[src/slpe_pkg.sv]
package slpe_pkg;

    localparam int ModeW = 4;
    localparam int CfgW  = 16;
    localparam int TimeW = 32;
    localparam int FadeW = 8;

    localparam logic [ModeW-1:0] MODE_OFF    = 4'd0;
    localparam logic [ModeW-1:0] MODE_SLOW   = 4'd1;
    localparam logic [ModeW-1:0] MODE_FAST   = 4'd2;
    localparam logic [ModeW-1:0] MODE_VFAST  = 4'd3;
    localparam logic [ModeW-1:0] MODE_FADE   = 4'd4;
    localparam logic [ModeW-1:0] MODE_LOW    = 4'd5;
    localparam logic [ModeW-1:0] MODE_NORMAL = 4'd6;
    localparam logic [ModeW-1:0] MODE_BRIGHT = 4'd7;
    localparam logic [ModeW-1:0] MODE_PING   = 4'd8;

    localparam logic CMD_SERVICE = 1'b0;
    localparam logic CMD_SET     = 1'b1;

    localparam logic [FadeW-1:0] FADE_STEP_COUNT = 8'd16;

    localparam logic [2:0] CFG_SLOW_BLINK   = 3'd0;
    localparam logic [2:0] CFG_FAST_BLINK   = 3'd1;
    localparam logic [2:0] CFG_VFAST_BLINK  = 3'd2;
    localparam logic [2:0] CFG_FADE_STEP    = 3'd3;
    localparam logic [2:0] CFG_PING_INTERVAL = 3'd4;
    localparam logic [2:0] CFG_PING_LENGTH  = 3'd5;
    localparam logic [2:0] CFG_INIT_BRIGHT  = 3'd6;
    localparam logic [2:0] CFG_ERROR_BRIGHT = 3'd7;

    typedef struct packed {
        logic [CfgW-1:0] slow_blink_period;
        logic [CfgW-1:0] fast_blink_period;
        logic [CfgW-1:0] very_fast_blink_period;
        logic [CfgW-1:0] fade_step_interval;
        logic [CfgW-1:0] ping_interval;
        logic [CfgW-1:0] ping_length;
        logic [CfgW-1:0] init_bright_length;
        logic [CfgW-1:0] error_bright_length;
    } cfg_t;

    typedef struct packed {
        logic             command;
        logic [TimeW-1:0] now_time;
        logic [ModeW-1:0] new_mode;
        logic             init_flag;
        logic             error_flag;
    } item_t;

    function automatic logic [CfgW-1:0] half_period(input cfg_t cfg, input logic [ModeW-1:0] m);
        logic [CfgW-1:0] p;
        begin
            if (m == MODE_FAST)
                p = cfg.fast_blink_period;
            else if (m == MODE_VFAST)
                p = cfg.very_fast_blink_period;
            else
                p = cfg.slow_blink_period;
            return p;
        end
    endfunction

    // deadline reached when the wrapping difference is non-negative
    function automatic logic passed(input logic [TimeW-1:0] now, input logic [TimeW-1:0] dl);
        logic [TimeW-1:0] diff;
        begin
            diff = now - dl;
            return ~diff[TimeW-1];
        end
    endfunction

    function automatic logic [TimeW-1:0] arm(input logic [TimeW-1:0] now,
                                             input logic [CfgW-1:0] len);
        begin
            return now + {{(TimeW-CfgW){1'b0}}, len};
        end
    endfunction

endpackage

[src/status_led_pattern_engine.sv]
// Status LED pattern engine. Each input beat carries a millisecond timestamp and
// a command: set-mode beats load a mode and give no result, service beats apply
// the init/error flags, run the mode handler and return one led_on beat. A beat
// is held in the input register, then the mode state and the result register
// update together; one beat is taken every cycle unless the input stalls, and
// its result is then presented from the result register. Only a service beat
// waiting behind a stalled result register holds back the input. Configuration
// writes take effect the cycle after the write enable.
module status_led_pattern_engine
    import slpe_pkg::*;
(
    input  logic             clk,
    input  logic             rst_n,
    input  logic             cfg_wr_en,
    input  logic [2:0]       cfg_index,
    input  logic [CfgW-1:0]  cfg_wdata,
    input  logic             in_valid,
    output logic             in_stall,
    input  logic             command,
    input  logic [TimeW-1:0] now_time,
    input  logic [ModeW-1:0] new_mode,
    input  logic             init_flag,
    input  logic             error_flag,
    output logic             out_valid,
    input  logic             out_stall,
    output logic             led_on
);

    cfg_t  cfg;
    item_t item_reg;
    logic  in_vld_reg;
    logic  out_vld_reg, out_vld_next;
    logic  led_reg, led_next;
    logic  out_free;
    logic  step;
    logic  led;

    slpe_cfg_regs u_cfg (
        .clk       (clk),
        .rst_n     (rst_n),
        .cfg_wr_en (cfg_wr_en),
        .cfg_index (cfg_index),
        .cfg_wdata (cfg_wdata),
        .cfg       (cfg)
    );

    slpe_core u_core (
        .clk   (clk),
        .rst_n (rst_n),
        .cfg   (cfg),
        .step  (step),
        .item  (item_reg),
        .led   (led)
    );

    assign out_free = !out_vld_reg || !out_stall;
    // set beats never need the result register
    assign step     = in_vld_reg && (item_reg.command == CMD_SET || out_free);
    assign in_stall = in_vld_reg && !step;

    always_comb
    begin
        out_vld_next = out_vld_reg;
        led_next     = led_reg;
        if (out_free)
        begin
            out_vld_next = step && item_reg.command == CMD_SERVICE;
            led_next     = led;
        end
    end

    always_ff @(posedge clk or negedge rst_n)
    begin
        if (!rst_n)
        begin
            in_vld_reg  <= 1'b0;
            out_vld_reg <= 1'b0;
        end
        else
        begin
            if (!in_stall)
                in_vld_reg <= in_valid;
            out_vld_reg <= out_vld_next;
        end
    end

    always_ff @(posedge clk)
    begin
        if (!in_stall)
        begin
            item_reg.command    <= command;
            item_reg.now_time   <= now_time;
            item_reg.new_mode   <= new_mode;
            item_reg.init_flag  <= init_flag;
            item_reg.error_flag <= error_flag;
        end
        led_reg <= led_next;
    end

    assign out_valid = out_vld_reg;
    assign led_on    = led_reg;

    a_service_gives_result: assert property (@(posedge clk) disable iff (!rst_n)
        step && item_reg.command == CMD_SERVICE |=> out_valid)
        else $error("service beat produced no result");

    a_set_gives_none: assert property (@(posedge clk) disable iff (!rst_n)
        step && item_reg.command == CMD_SET && out_free |=> !out_valid)
        else $error("set beat produced a result");

    a_stall_only_when_held: assert property (@(posedge clk) disable iff (!rst_n)
        in_stall |-> in_vld_reg && out_vld_reg && out_stall)
        else $error("input stalled without a blocked result");

endmodule

[src/slpe_cfg_regs.sv]
module slpe_cfg_regs
    import slpe_pkg::*;
(
    input  logic            clk,
    input  logic            rst_n,
    input  logic            cfg_wr_en,
    input  logic [2:0]      cfg_index,
    input  logic [CfgW-1:0] cfg_wdata,
    output cfg_t            cfg
);

    cfg_t cfg_reg;

    always_ff @(posedge clk or negedge rst_n)
    begin
        if (!rst_n)
        begin
            cfg_reg.slow_blink_period      <= 16'd500;
            cfg_reg.fast_blink_period      <= 16'd200;
            cfg_reg.very_fast_blink_period <= 16'd100;
            cfg_reg.fade_step_interval     <= 16'd20;
            cfg_reg.ping_interval          <= 16'd10000;
            cfg_reg.ping_length            <= 16'd50;
            cfg_reg.init_bright_length     <= 16'd100;
            cfg_reg.error_bright_length    <= 16'd500;
        end
        else if (cfg_wr_en)
        begin
            case (cfg_index)
                CFG_SLOW_BLINK:    cfg_reg.slow_blink_period      <= cfg_wdata;
                CFG_FAST_BLINK:    cfg_reg.fast_blink_period      <= cfg_wdata;
                CFG_VFAST_BLINK:   cfg_reg.very_fast_blink_period <= cfg_wdata;
                CFG_FADE_STEP:     cfg_reg.fade_step_interval     <= cfg_wdata;
                CFG_PING_INTERVAL: cfg_reg.ping_interval          <= cfg_wdata;
                CFG_PING_LENGTH:   cfg_reg.ping_length            <= cfg_wdata;
                CFG_INIT_BRIGHT:   cfg_reg.init_bright_length     <= cfg_wdata;
                CFG_ERROR_BRIGHT:  cfg_reg.error_bright_length    <= cfg_wdata;
                default:           cfg_reg <= cfg_reg;
            endcase
        end
    end

    assign cfg = cfg_reg;

endmodule

[src/slpe_core.sv]
module slpe_core
    import slpe_pkg::*;
(
    input  logic  clk,
    input  logic  rst_n,
    input  cfg_t  cfg,
    input  logic  step,
    input  item_t item,
    output logic  led
);

    logic [ModeW-1:0] mode_reg, mode_next;
    logic [ModeW-1:0] saved_reg, saved_next;
    logic             phase_reg, phase_next;
    logic [FadeW-1:0] fade_reg, fade_next;
    logic [TimeW-1:0] next_dl_reg, next_dl_next;
    logic [TimeW-1:0] ping_dl_reg, ping_dl_next;

    always_comb
    begin
        logic [FadeW-1:0] fade_inc;
        mode_next    = mode_reg;
        saved_next   = saved_reg;
        phase_next   = phase_reg;
        fade_next    = fade_reg;
        next_dl_next = next_dl_reg;
        ping_dl_next = ping_dl_reg;
        fade_inc     = fade_reg + 8'd1;
        led          = 1'b0;

        if (item.command == CMD_SET)
        begin
            mode_next  = item.new_mode;
            phase_next = 1'b0;
            if (item.new_mode inside {MODE_SLOW, MODE_FAST, MODE_VFAST})
                next_dl_next = arm(item.now_time, half_period(cfg, item.new_mode));
            else if (item.new_mode == MODE_FADE)
            begin
                fade_next    = '0;
                next_dl_next = arm(item.now_time, cfg.fade_step_interval);
            end
            else if (item.new_mode inside {MODE_LOW, MODE_NORMAL})
                ping_dl_next = arm(item.now_time, cfg.ping_interval);
        end
        else
        begin
            // init first, error second overwrites deadline and saves bright
            if (item.init_flag)
            begin
                saved_next   = mode_next;
                mode_next    = MODE_BRIGHT;
                next_dl_next = arm(item.now_time, cfg.init_bright_length);
                phase_next   = 1'b1;
            end
            if (item.error_flag)
            begin
                saved_next   = mode_next;
                mode_next    = MODE_BRIGHT;
                next_dl_next = arm(item.now_time, cfg.error_bright_length);
                phase_next   = 1'b1;
            end

            case (mode_next)
                MODE_SLOW, MODE_FAST, MODE_VFAST:
                begin
                    if (passed(item.now_time, next_dl_next))
                    begin
                        phase_next   = ~phase_next;
                        next_dl_next = arm(item.now_time, half_period(cfg, mode_next));
                    end
                    led = phase_next;
                end
                MODE_FADE:
                begin
                    if (passed(item.now_time, next_dl_next))
                    begin
                        fade_next    = fade_inc;
                        next_dl_next = arm(item.now_time, cfg.fade_step_interval);
                        if (fade_inc >= FADE_STEP_COUNT)
                        begin
                            mode_next    = saved_next;
                            ping_dl_next = arm(item.now_time, cfg.ping_interval);
                        end
                    end
                    led = (fade_next != '0);
                end
                MODE_LOW, MODE_NORMAL:
                begin
                    if (passed(item.now_time, ping_dl_next))
                    begin
                        saved_next   = mode_next;
                        mode_next    = MODE_PING;
                        next_dl_next = arm(item.now_time, cfg.ping_length);
                        phase_next   = 1'b1;
                    end
                    led = 1'b1;
                end
                MODE_BRIGHT, MODE_PING:
                begin
                    if (passed(item.now_time, next_dl_next))
                    begin
                        mode_next    = saved_next;
                        ping_dl_next = arm(item.now_time, cfg.ping_interval);
                    end
                    led = 1'b1;
                end
                default: led = 1'b0;   // off and undefined modes
            endcase
        end
    end

    always_ff @(posedge clk or negedge rst_n)
    begin
        if (!rst_n)
        begin
            mode_reg    <= MODE_OFF;
            saved_reg   <= MODE_OFF;
            phase_reg   <= 1'b0;
            fade_reg    <= '0;
            next_dl_reg <= '0;
            ping_dl_reg <= '0;
        end
        else if (step)
        begin
            mode_reg    <= mode_next;
            saved_reg   <= saved_next;
            phase_reg   <= phase_next;
            fade_reg    <= fade_next;
            next_dl_reg <= next_dl_next;
            ping_dl_reg <= ping_dl_next;
        end
    end

endmodule

[config.mk]
export PLATFORM = sky130hd
export DESIGN_NAME = status_led_pattern_engine
export DESIGN_NICKNAME = d
export VERILOG_FILES = /design/src/slpe_pkg.sv /design/src/status_led_pattern_engine.sv /design/src/slpe_cfg_regs.sv /design/src/slpe_core.sv
export SDC_FILE = /design/constraint.sdc
export NUM_CORES = 1
export LEC_CHECK = 0
export ABC_AREA = 1
export BUFFER_PORTS_ARGS = -buffer_cell sky130_fd_sc_hd__buf_2
export CORE_MARGIN = 5
export CORE_UTILIZATION = 45
export DETAILED_ROUTE_END_ITERATION = 6
export PLACE_DENSITY_LB_ADDON = 0.12
export SYNTH_ARGS = -nofsm -noshare
export SYNTH_HDL_FRONTEND = slang
export SYNTH_SLANG_ARGS = --single-unit
[constraint.sdc]
create_clock -name clk -period 7 [get_ports clk]
set_input_delay 0.35 -clock clk [delete_from_list [all_inputs] [get_ports clk]]
set_output_delay 0.35 -clock clk [all_outputs]
set_load 0.02 [all_outputs]
==> results of run 1 <==
[path summary, 6_finish.rpt]
kind	to	startpoint	cells past startpoint	slack [ns]
max	u_core.ping_dl_reg[30]	item_reg[6]	33	0.59
min	item_reg[6]	now_time[0]	1	0.07
max reg2reg	u_core.ping_dl_reg[30]	item_reg[6]	33	0.59
min reg2reg	u_cfg.cfg[115]	u_cfg.cfg[115]	2	0.48
max in group asynchronous	u_cfg.cfg[53]	rst_n	3	5.33
min in group asynchronous	u_core.ping_dl_reg[24]	rst_n	2	0.43
[kinds of logic after synthesis]
logic type	share of synthesized area, %
xor+xnor	4.57
fa+ha+maj	11.1
compound gates	20.4
simple gates	24.2
buf+inv	8.22
flops	31.5
[worst reg2reg max path: cells and delay by family, from the launching register on]
kind | cells | cell delay [ns]
compound gates | 9 | 1.83
simple gates | 17 | 2.41
fa+ha+maj | 3 | 0.96
buf+inv | 4 | 0.57
flops | 1 | 0.53
[cell usage after synthesis (all sizes together), types with 3 or more instances]
cell    number  area, um2
o22ai       15       93.8
o21bai      23        176
a211oi      11       87.6
inv        329       1230
a32oi        6       52.6
a21o         7       52.6
xnor2       24        210
dfstp       31        815
a21boi      10       75.1
a31oi       16        100
a21oi      232       1160
dfrtp      180       4500
o21a        11       82.6
o31ai        6       45.0
nand4       25        156
a221oi      20        175
o211ai      30        230
or2         10       62.6
nand2      779       2950
nand3      137        736
nor4         4       25.0
fa           7        140
buf         30        178
o221ai       3       26.3
ha         172       2150
xor2        84        736
o21ai      353       1770
edfxtp      40       1200
clkbuf      73        274
nor3        25        141
nor2       231        898
clkinv       4       15.0
[metal layers]
metal	wire length [um]	share of wire, %
met1	34000	45
met2	33500	44
met3	5140	6.8
met4	3450	4.5
met5	0	0
[cell type report]
| class | instances | area share (%) |
|---|---|---|
| timing repair buffer | 154 | 4.77 |
| inverter | 333 | 5.41 |
| clock buffer | 42 | 3.79 |
| sequential | 251 | 28.1 |
| clock inverter | 15 | 0.724 |
| tap | 600 | 3.24 |
| multi-input combinational | 2255 | 53.9 |
[power groups by stage]
stage                     Clock [mW]  Sequential (mW)  Combinational, mW
after floorplan                    0             2.00               1.97
after global placement             0             2.09               2.67
after detailed placement           0             2.09               2.72
after CTS                       1.71             2.07               2.75
after global routing            1.77             2.11               3.14
final                           1.68             2.08               2.79
[timing repair]
action / CTS / global route
hold endpoints to repair: 142 / 0
hold buffers: 41 / 0
gates resized for setup: 0 / 3
setup endpoints to repair: 0 / 11
[per-stage QoR]
stage	instances	cell area, um2	setup WS, ns	power, mW
after floorplan	2942	20700	1.78	3.97
after global placement	3552	21700	0.802	4.76
after detailed placement	3552	21700	0.571	4.81
after CTS	3650	23200	0.535	6.53
after global routing	3650	23200	0.0895	7.02
final	3650	23200	0.591	6.54
==> impl_metrics.py, run 1 <==
metrics = {
    "timing": {
        "fin_crit_sh_pct": 91.6,
        "drv_slew": 0,
        "fin_tns_setup_ns": 0,
        "worst_pin_slew_ns": 1.23,
        "timing_hold_violations_final": 0,
        "period_needed_ns": 6.41,
        "setup_viol": 0,
        "fin_hold_ws_ns": 0.0655,
        "finalClockSkew_ns": 0.00940,
        "clock.fmax_mhz": 156,
        "rsz0062_at_grt": "false",
        "slew_headroom_pct": 17.7,
    },
    "clocking": {
        "cts.clk_slew.worst_paths_ns": 0.06,
        "htreeDepth": 1,
        "cts_buffer_depth": 3,
        "cts-root-buf": "clkbuf_16",
        "clk_latency_ns": 0.61,
        "numCtsBuffers": 31,
        "post-cts-setup-buffers": 0,
        "clock_sinks": 251,
        "cts_tree": "yes",
    },
    "global_route": {
        "grt.met2_usage_pct": 46.8,
        "met1_usage_pct": 41.1,
        "grt_use_total_pct": 29.6,
        "use_met3_pct": 4.40,
        "grt-ovfl-total": 0,
        "antenna_found_initial": 0,
        "grt_start_max_net_pins": 113,
        "grt_pass1_wl_um": 117000,
        "grt_pass1_vias": 19900,
        "busiest_layer": "met2",
    },
    "synthesis": {
        "synthCells": 2942,
        "synth-seq-cells": 251,
        "synthesis.area_mm2": 0.0207,
        "synth_edf_count": 40,
        "synth-seq-area-share_pct": 31.5,
        "syn-num-nets": 3184,
        "synth_area_per_cell_um2": 7.03,
        "synthDistinctLibCells": 63,
        "async_flop_share_pct": 84.1,
        "synth_ff_type": "dfrtp_1",
        "ys_warn_count": 0,
    },
    "floorplan": {
        "coreArea_mm2": 0.0454,
        "start_util_pct": 45.6,
        "die_x_um": 224,
        "chipHeight_um": 224,
        "ios": 66,
        "fp-row-count": 78,
        "die_area_mm2": 0.0504,
    },
    "critical_path": {
        "cp_max_fo": 29,
        "worstSetupPathType": "register to register",
        "slowest_delay_ns": 0.53,
        "critPathCaptureType": "register",
        "arrival_ns": 6.89,
        "critPathSlowestCell": "edfxtp_1",
        "worst_setup_path_start_kind": "register",
        "cp_top_family": "simple AND/OR/NAND/NOR gates",
        "critical_path_buf_inv_count": 4,
        "cp.required_ns": 7.48,
        "crit_top_cell": "nand2_1",
    },
    "detailed_routing": {
        "via_per_inst": 5.68,
        "drt_wl_total_um": 76100,
        "ant_nets": 0,
        "vias": 20700,
        "wl_per_cell_um": 20.9,
        "drc_errors": 0,
        "drt-initial-drc-count": 1837,
        "dr.pass1.iters": 6,
    },
    "layout": {
        "fill_cells": 4583,
        "final_util_pct": 51.1,
        "multi_input_area_mm2": 0.0125,
        "drive_gt1_share_pct": 8.62,
        "diodes": 0,
        "largest_reg_flops": 128,
        "syn_to_final_growth_pct": 12.0,
        "register_area_mm2": 0.00652,
        "mostFrequentLayoutCell": "nand2_1",
        "final_cell_mix": "770 x nand2_1, 310 x inv_1, 294 x o21ai_0",
        "finalNetCount": 3268,
    },
    "power_and_ir_drop": {
        "clockPowerShare_pct": 25.6,
        "leakagePower_nw": 11.3,
        "share_comb_of_total_power_pct": 42.6,
        "power.share.sequential_pct": 31.7,
        "power_switching_mw": 2.73,
        "p_per_area_mw_per_mm2": 282,
        "internal_power_mw": 3.81,
        "sw_frac_of_total_pct": 41.8,
        "peakVddDrop_uv": 230,
    },
    "place": {
        "post-dp-hpwl_um": 55600,
        "numPortBuffers": 65,
        "place.gp.congestion": 1.01,
    },
    "outcome": {
        "status": "completed",
    },
    "hold_path": {
        "hp-class": "input port to register",
    },
    "flow_run": {
        "drv_cap": 0,
    },
}
Power figures use the tool's default switching activity.
==> run 2: changes to the inputs <==
ABC_AREA = not set   (was 1)
CORE_UTILIZATION = 60   (was 45)
==> run 2 against run 1 <==
  * Non-clock buffer count rose by 19
  * Fmax fell by 3.2%
  * Sequential cell count did not move
  * Via count fell by 11%
  * Combinational power rose by 12%
  * Core utilization rose by 17 points
  * Global-route usage rose by 5.6 points
  * Worst hold slack got worse by 0.023 ns
  * Count of clock-buffer cells in the layout rose by 5
  * Critical path depth fell by 10
  * Die area fell by 26%
==> impl_metrics.py, run 2 <==
metrics = {
    "clocking": {
        "cts_buffer_depth": 3,
        "cts.clk_slew.worst_paths_ns": 0.07,
        "htreeDepth": 1,
        "clock_sinks": 251,
        "cts_tree": "yes",
        "cts-root-buf": "clkbuf_16",
        "clk_latency_ns": 0.62,
        "numCtsBuffers": 30,
    },
    "timing": {
        "worst_pin_slew_ns": 1.23,
        "finalClockSkew_ns": 0.0445,
        "fin_tns_setup_ns": 0,
        "timing_hold_violations_final": 0,
        "setup_viol": 0,
        "drv_slew": 0,
        "slew_headroom_pct": 17.1,
        "fin_crit_sh_pct": 94.6,
        "rsz0062_at_grt": "false",
        "clock.fmax_mhz": 151,
        "period_needed_ns": 6.62,
    },
    "power_and_ir_drop": {
        "sw_frac_of_total_pct": 40.0,
        "power.share.sequential_pct": 31.3,
        "clockPowerShare_pct": 23.5,
        "power_switching_mw": 2.76,
        "internal_power_mw": 4.14,
        "leakagePower_nw": 9.71,
        "peakVddDrop_uv": 235,
        "finalPower_mw": 6.91,
        "share_comb_of_total_power_pct": 45.3,
        "p_per_area_mw_per_mm2": 304,
    },
    "critical_path": {
        "reg2reg_depth": 23,
        "critPathSlowestCell": "or3_1",
        "slowest_delay_ns": 0.61,
        "critPathCaptureType": "register",
        "cp.required_ns": 7.48,
        "worstPathCellList": "ha_1, inv_1, fa_1, nor2b_1, o31a_1, a2bb2oi_1, a211oi_1, o41a_1, mux2_2, nor2_1, xor2_1, mux2i_1, ha_1, a21o_1, a21o_1, a21oi_1, nor2_1, a211oi_1, nand2_1, or3_1, a31oi_2, nand3_1, a311o_1",
        "cp_max_fo": 11,
        "r2r_start": "item_reg[6]",
        "arrival_ns": 7.10,
        "worstSetupPathType": "register to register",
        "worst_setup_path_start_kind": "register",
        "critPathLaunch": "item_reg[6]",
    },
    "detailed_routing": {
        "ant_nets": 0,
        "via_per_inst": 6.67,
        "drt-initial-drc-count": 1826,
        "drt_wl_total_um": 68300,
        "dr.pass1.iters": 6,
        "vias": 18600,
        "drc_errors": 0,
        "wl_per_cell_um": 24.6,
    },
    "layout": {
        "finalNetCount": 2552,
        "syn_to_final_growth_pct": 12.5,
        "final_cell_mix": "202 x nor2_1, 182 x a21oi_1, 180 x dfrtp_1",
        "mostFrequentLayoutCell": "nor2_1",
        "largest_reg_flops": 128,
        "stdcell_area_mm2": 0.0227,
        "drive_gt1_share_pct": 16.8,
        "final_cells": 2783,
    },
    "place": {
        "numPortBuffers": 65,
        "dp.cells": 2684,
        "dpl_cell_area_mm2": 0.0212,
        "post-dp-hpwl_um": 49600,
        "place.gp.congestion": 1.02,
    },
    "floorplan": {
        "die_x_um": 193,
        "coreArea_mm2": 0.0334,
        "fp-row-count": 67,
        "ios": 66,
        "die_area_mm2": 0.0374,
        "chipHeight_um": 193,
        "start_util_pct": 60.5,
    },
    "global_route": {
        "grt_start_max_net_pins": 120,
        "grt_pass1_vias": 18200,
        "antenna_found_initial": 0,
        "grt_use_total_pct": 35.2,
        "grt-ovfl-total": 0,
        "grt_pass1_wl_um": 105000,
    },
    "synthesis": {
        "ys_warn_count": 0,
        "synth-seq-area-share_pct": 32.3,
        "synth_top_cell_by_area": "dfrtp_1",
        "async_flop_share_pct": 84.1,
        "synth_ff_type": "dfrtp_1",
        "synth_edf_count": 40,
        "synthCells": 2207,
        "synthesis.area_mm2": 0.0202,
        "synth_area_leaders": "dfrtp_1 22%, ha_1 11%, mux2_2 7.6%, edfxtp_1 6.0%, a21oi_1 4.5%",
        "synth_area_per_cell_um2": 9.15,
        "syn-num-nets": 2449,
        "synth.top_cell.area_share_pct": 22.3,
        "synth-seq-cells": 251,
        "ys_top_cells_by_count": "203 x nor2_1, 183 x a21oi_1, 180 x dfrtp_1, 172 x ha_1, 137 x o21ai_0",
        "synth.most_common_cell": "nor2_1",
        "synthDistinctLibCells": 85,
    },
    "hold_path": {
        "hp-start": "out_stall",
        "hp-class": "input port to register",
        "hold_path_depth": 3,
    },
    "outcome": {
        "status": "completed",
    },
    "flow_run": {
        "drv_cap": 0,
    },
}
[run 2: changes by cell type after synthesis, moves of 33 or more]
cell / previous run / this run
nand2_1: 770 / 135
inv_1: 311 / 66
mux2_2: 0 / 136
o21ai_0: 294 / 137
mux2i_1: 0 / 72
xnor2_1: 24 / 93
nand3_1: 130 / 42
a21oi_1: 231 / 183
o21ai_1: 57 / 8
xor2_1: 84 / 51
[run 2: critical path: cells and delay by family (launching register included)]
family                     cells  cell delay, ns
AOI/OAI and AO/OA             10            2.89
and+or+nand+nor                6            1.36
adders and majority gates      3            0.93
muxes                          2            0.60
DFF                            1            0.53
xor gates and xnor gates       1            0.08
buffers and inverters          1            0.06
[run 2: final cells by class]
type / instances / area, um2
well taps: 448 / 561
multi-input cells: 1786 / 13000
flip-flops and latches: 251 / 6520
diodes: 1 / 2.50
fillers: 2779 / 10700
clock inverters: 9 / 121
clock buffers: 47 / 896
repair buffers: 173 / 1300
inverters: 68 / 255
[run 2: path summary, 6_finish.rpt]
kind                                     endpoint  slack [ns]
min                                     out_valid        0.04
max reg2reg                u_core.next_dl_reg[11]        0.38
min reg2reg                   u_core.saved_reg[3]        0.49
max in group asynchronous  u_core.next_dl_reg[30]        5.26
max                        u_core.next_dl_reg[11]        0.38
min in group asynchronous  u_core.ping_dl_reg[23]        0.45
[run 2: through the flow]
step / worst slack [ns] / hold WS, ns / utilization [%]
detailed placement: 0.515 / 0.479 / 63.7
global route: 0.0520 / 0.0529 / 68.0
CTS: 0.419 / 0.0269 / 68.0
global placement: 0.612 / 0.467 / 63.7
finish: 0.378 / 0.0427 / 68.0
floorplan: 1.29 / 0.0544 / -
[run 2: power by group through the flow]
stage	Combinational [mW]	Sequential, mW	Clock (mW)
after floorplan	2.23	2.05	0
final	3.13	2.16	1.62
after CTS	3.06	2.15	1.64
after global routing	3.41	2.20	1.70
after global placement	2.93	2.16	0
after detailed placement	3.01	2.17	0
[run 2: cells by family after synthesis]
| logic type | share of synthesized area (%) |
|---|---|
| simple gates | 13.7 |
| buf+inv | 3.41 |
| flops | 32.3 |
| compound gates | 21.8 |
| fa+ha+maj | 11.4 |
| mux | 11.2 |
| xor+xnor | 6.25 |
[run 2: routing by layer]
| metal | global-route usage, % | up-vias | part of all wire [%] |
|---|---|---|---|
| li1 | - | 8447 | - |
| met1 | 45.5 | 8985 | 40 |
| met2 | 56.9 | 867 | 46 |
| met3 | 6.16 | 259 | 7.8 |
| met4 | 18.5 | 0 | 6.6 |
| met5 | 0 | - | 0 |
[run 2: what timing repair did]
action                                  CTS  global route
endpoints found under the setup margin    0            12
endpoints found under the hold margin   136             0
buffers inserted                          0             1
hold buffers                             41             0
gates resized for setup                   0             1
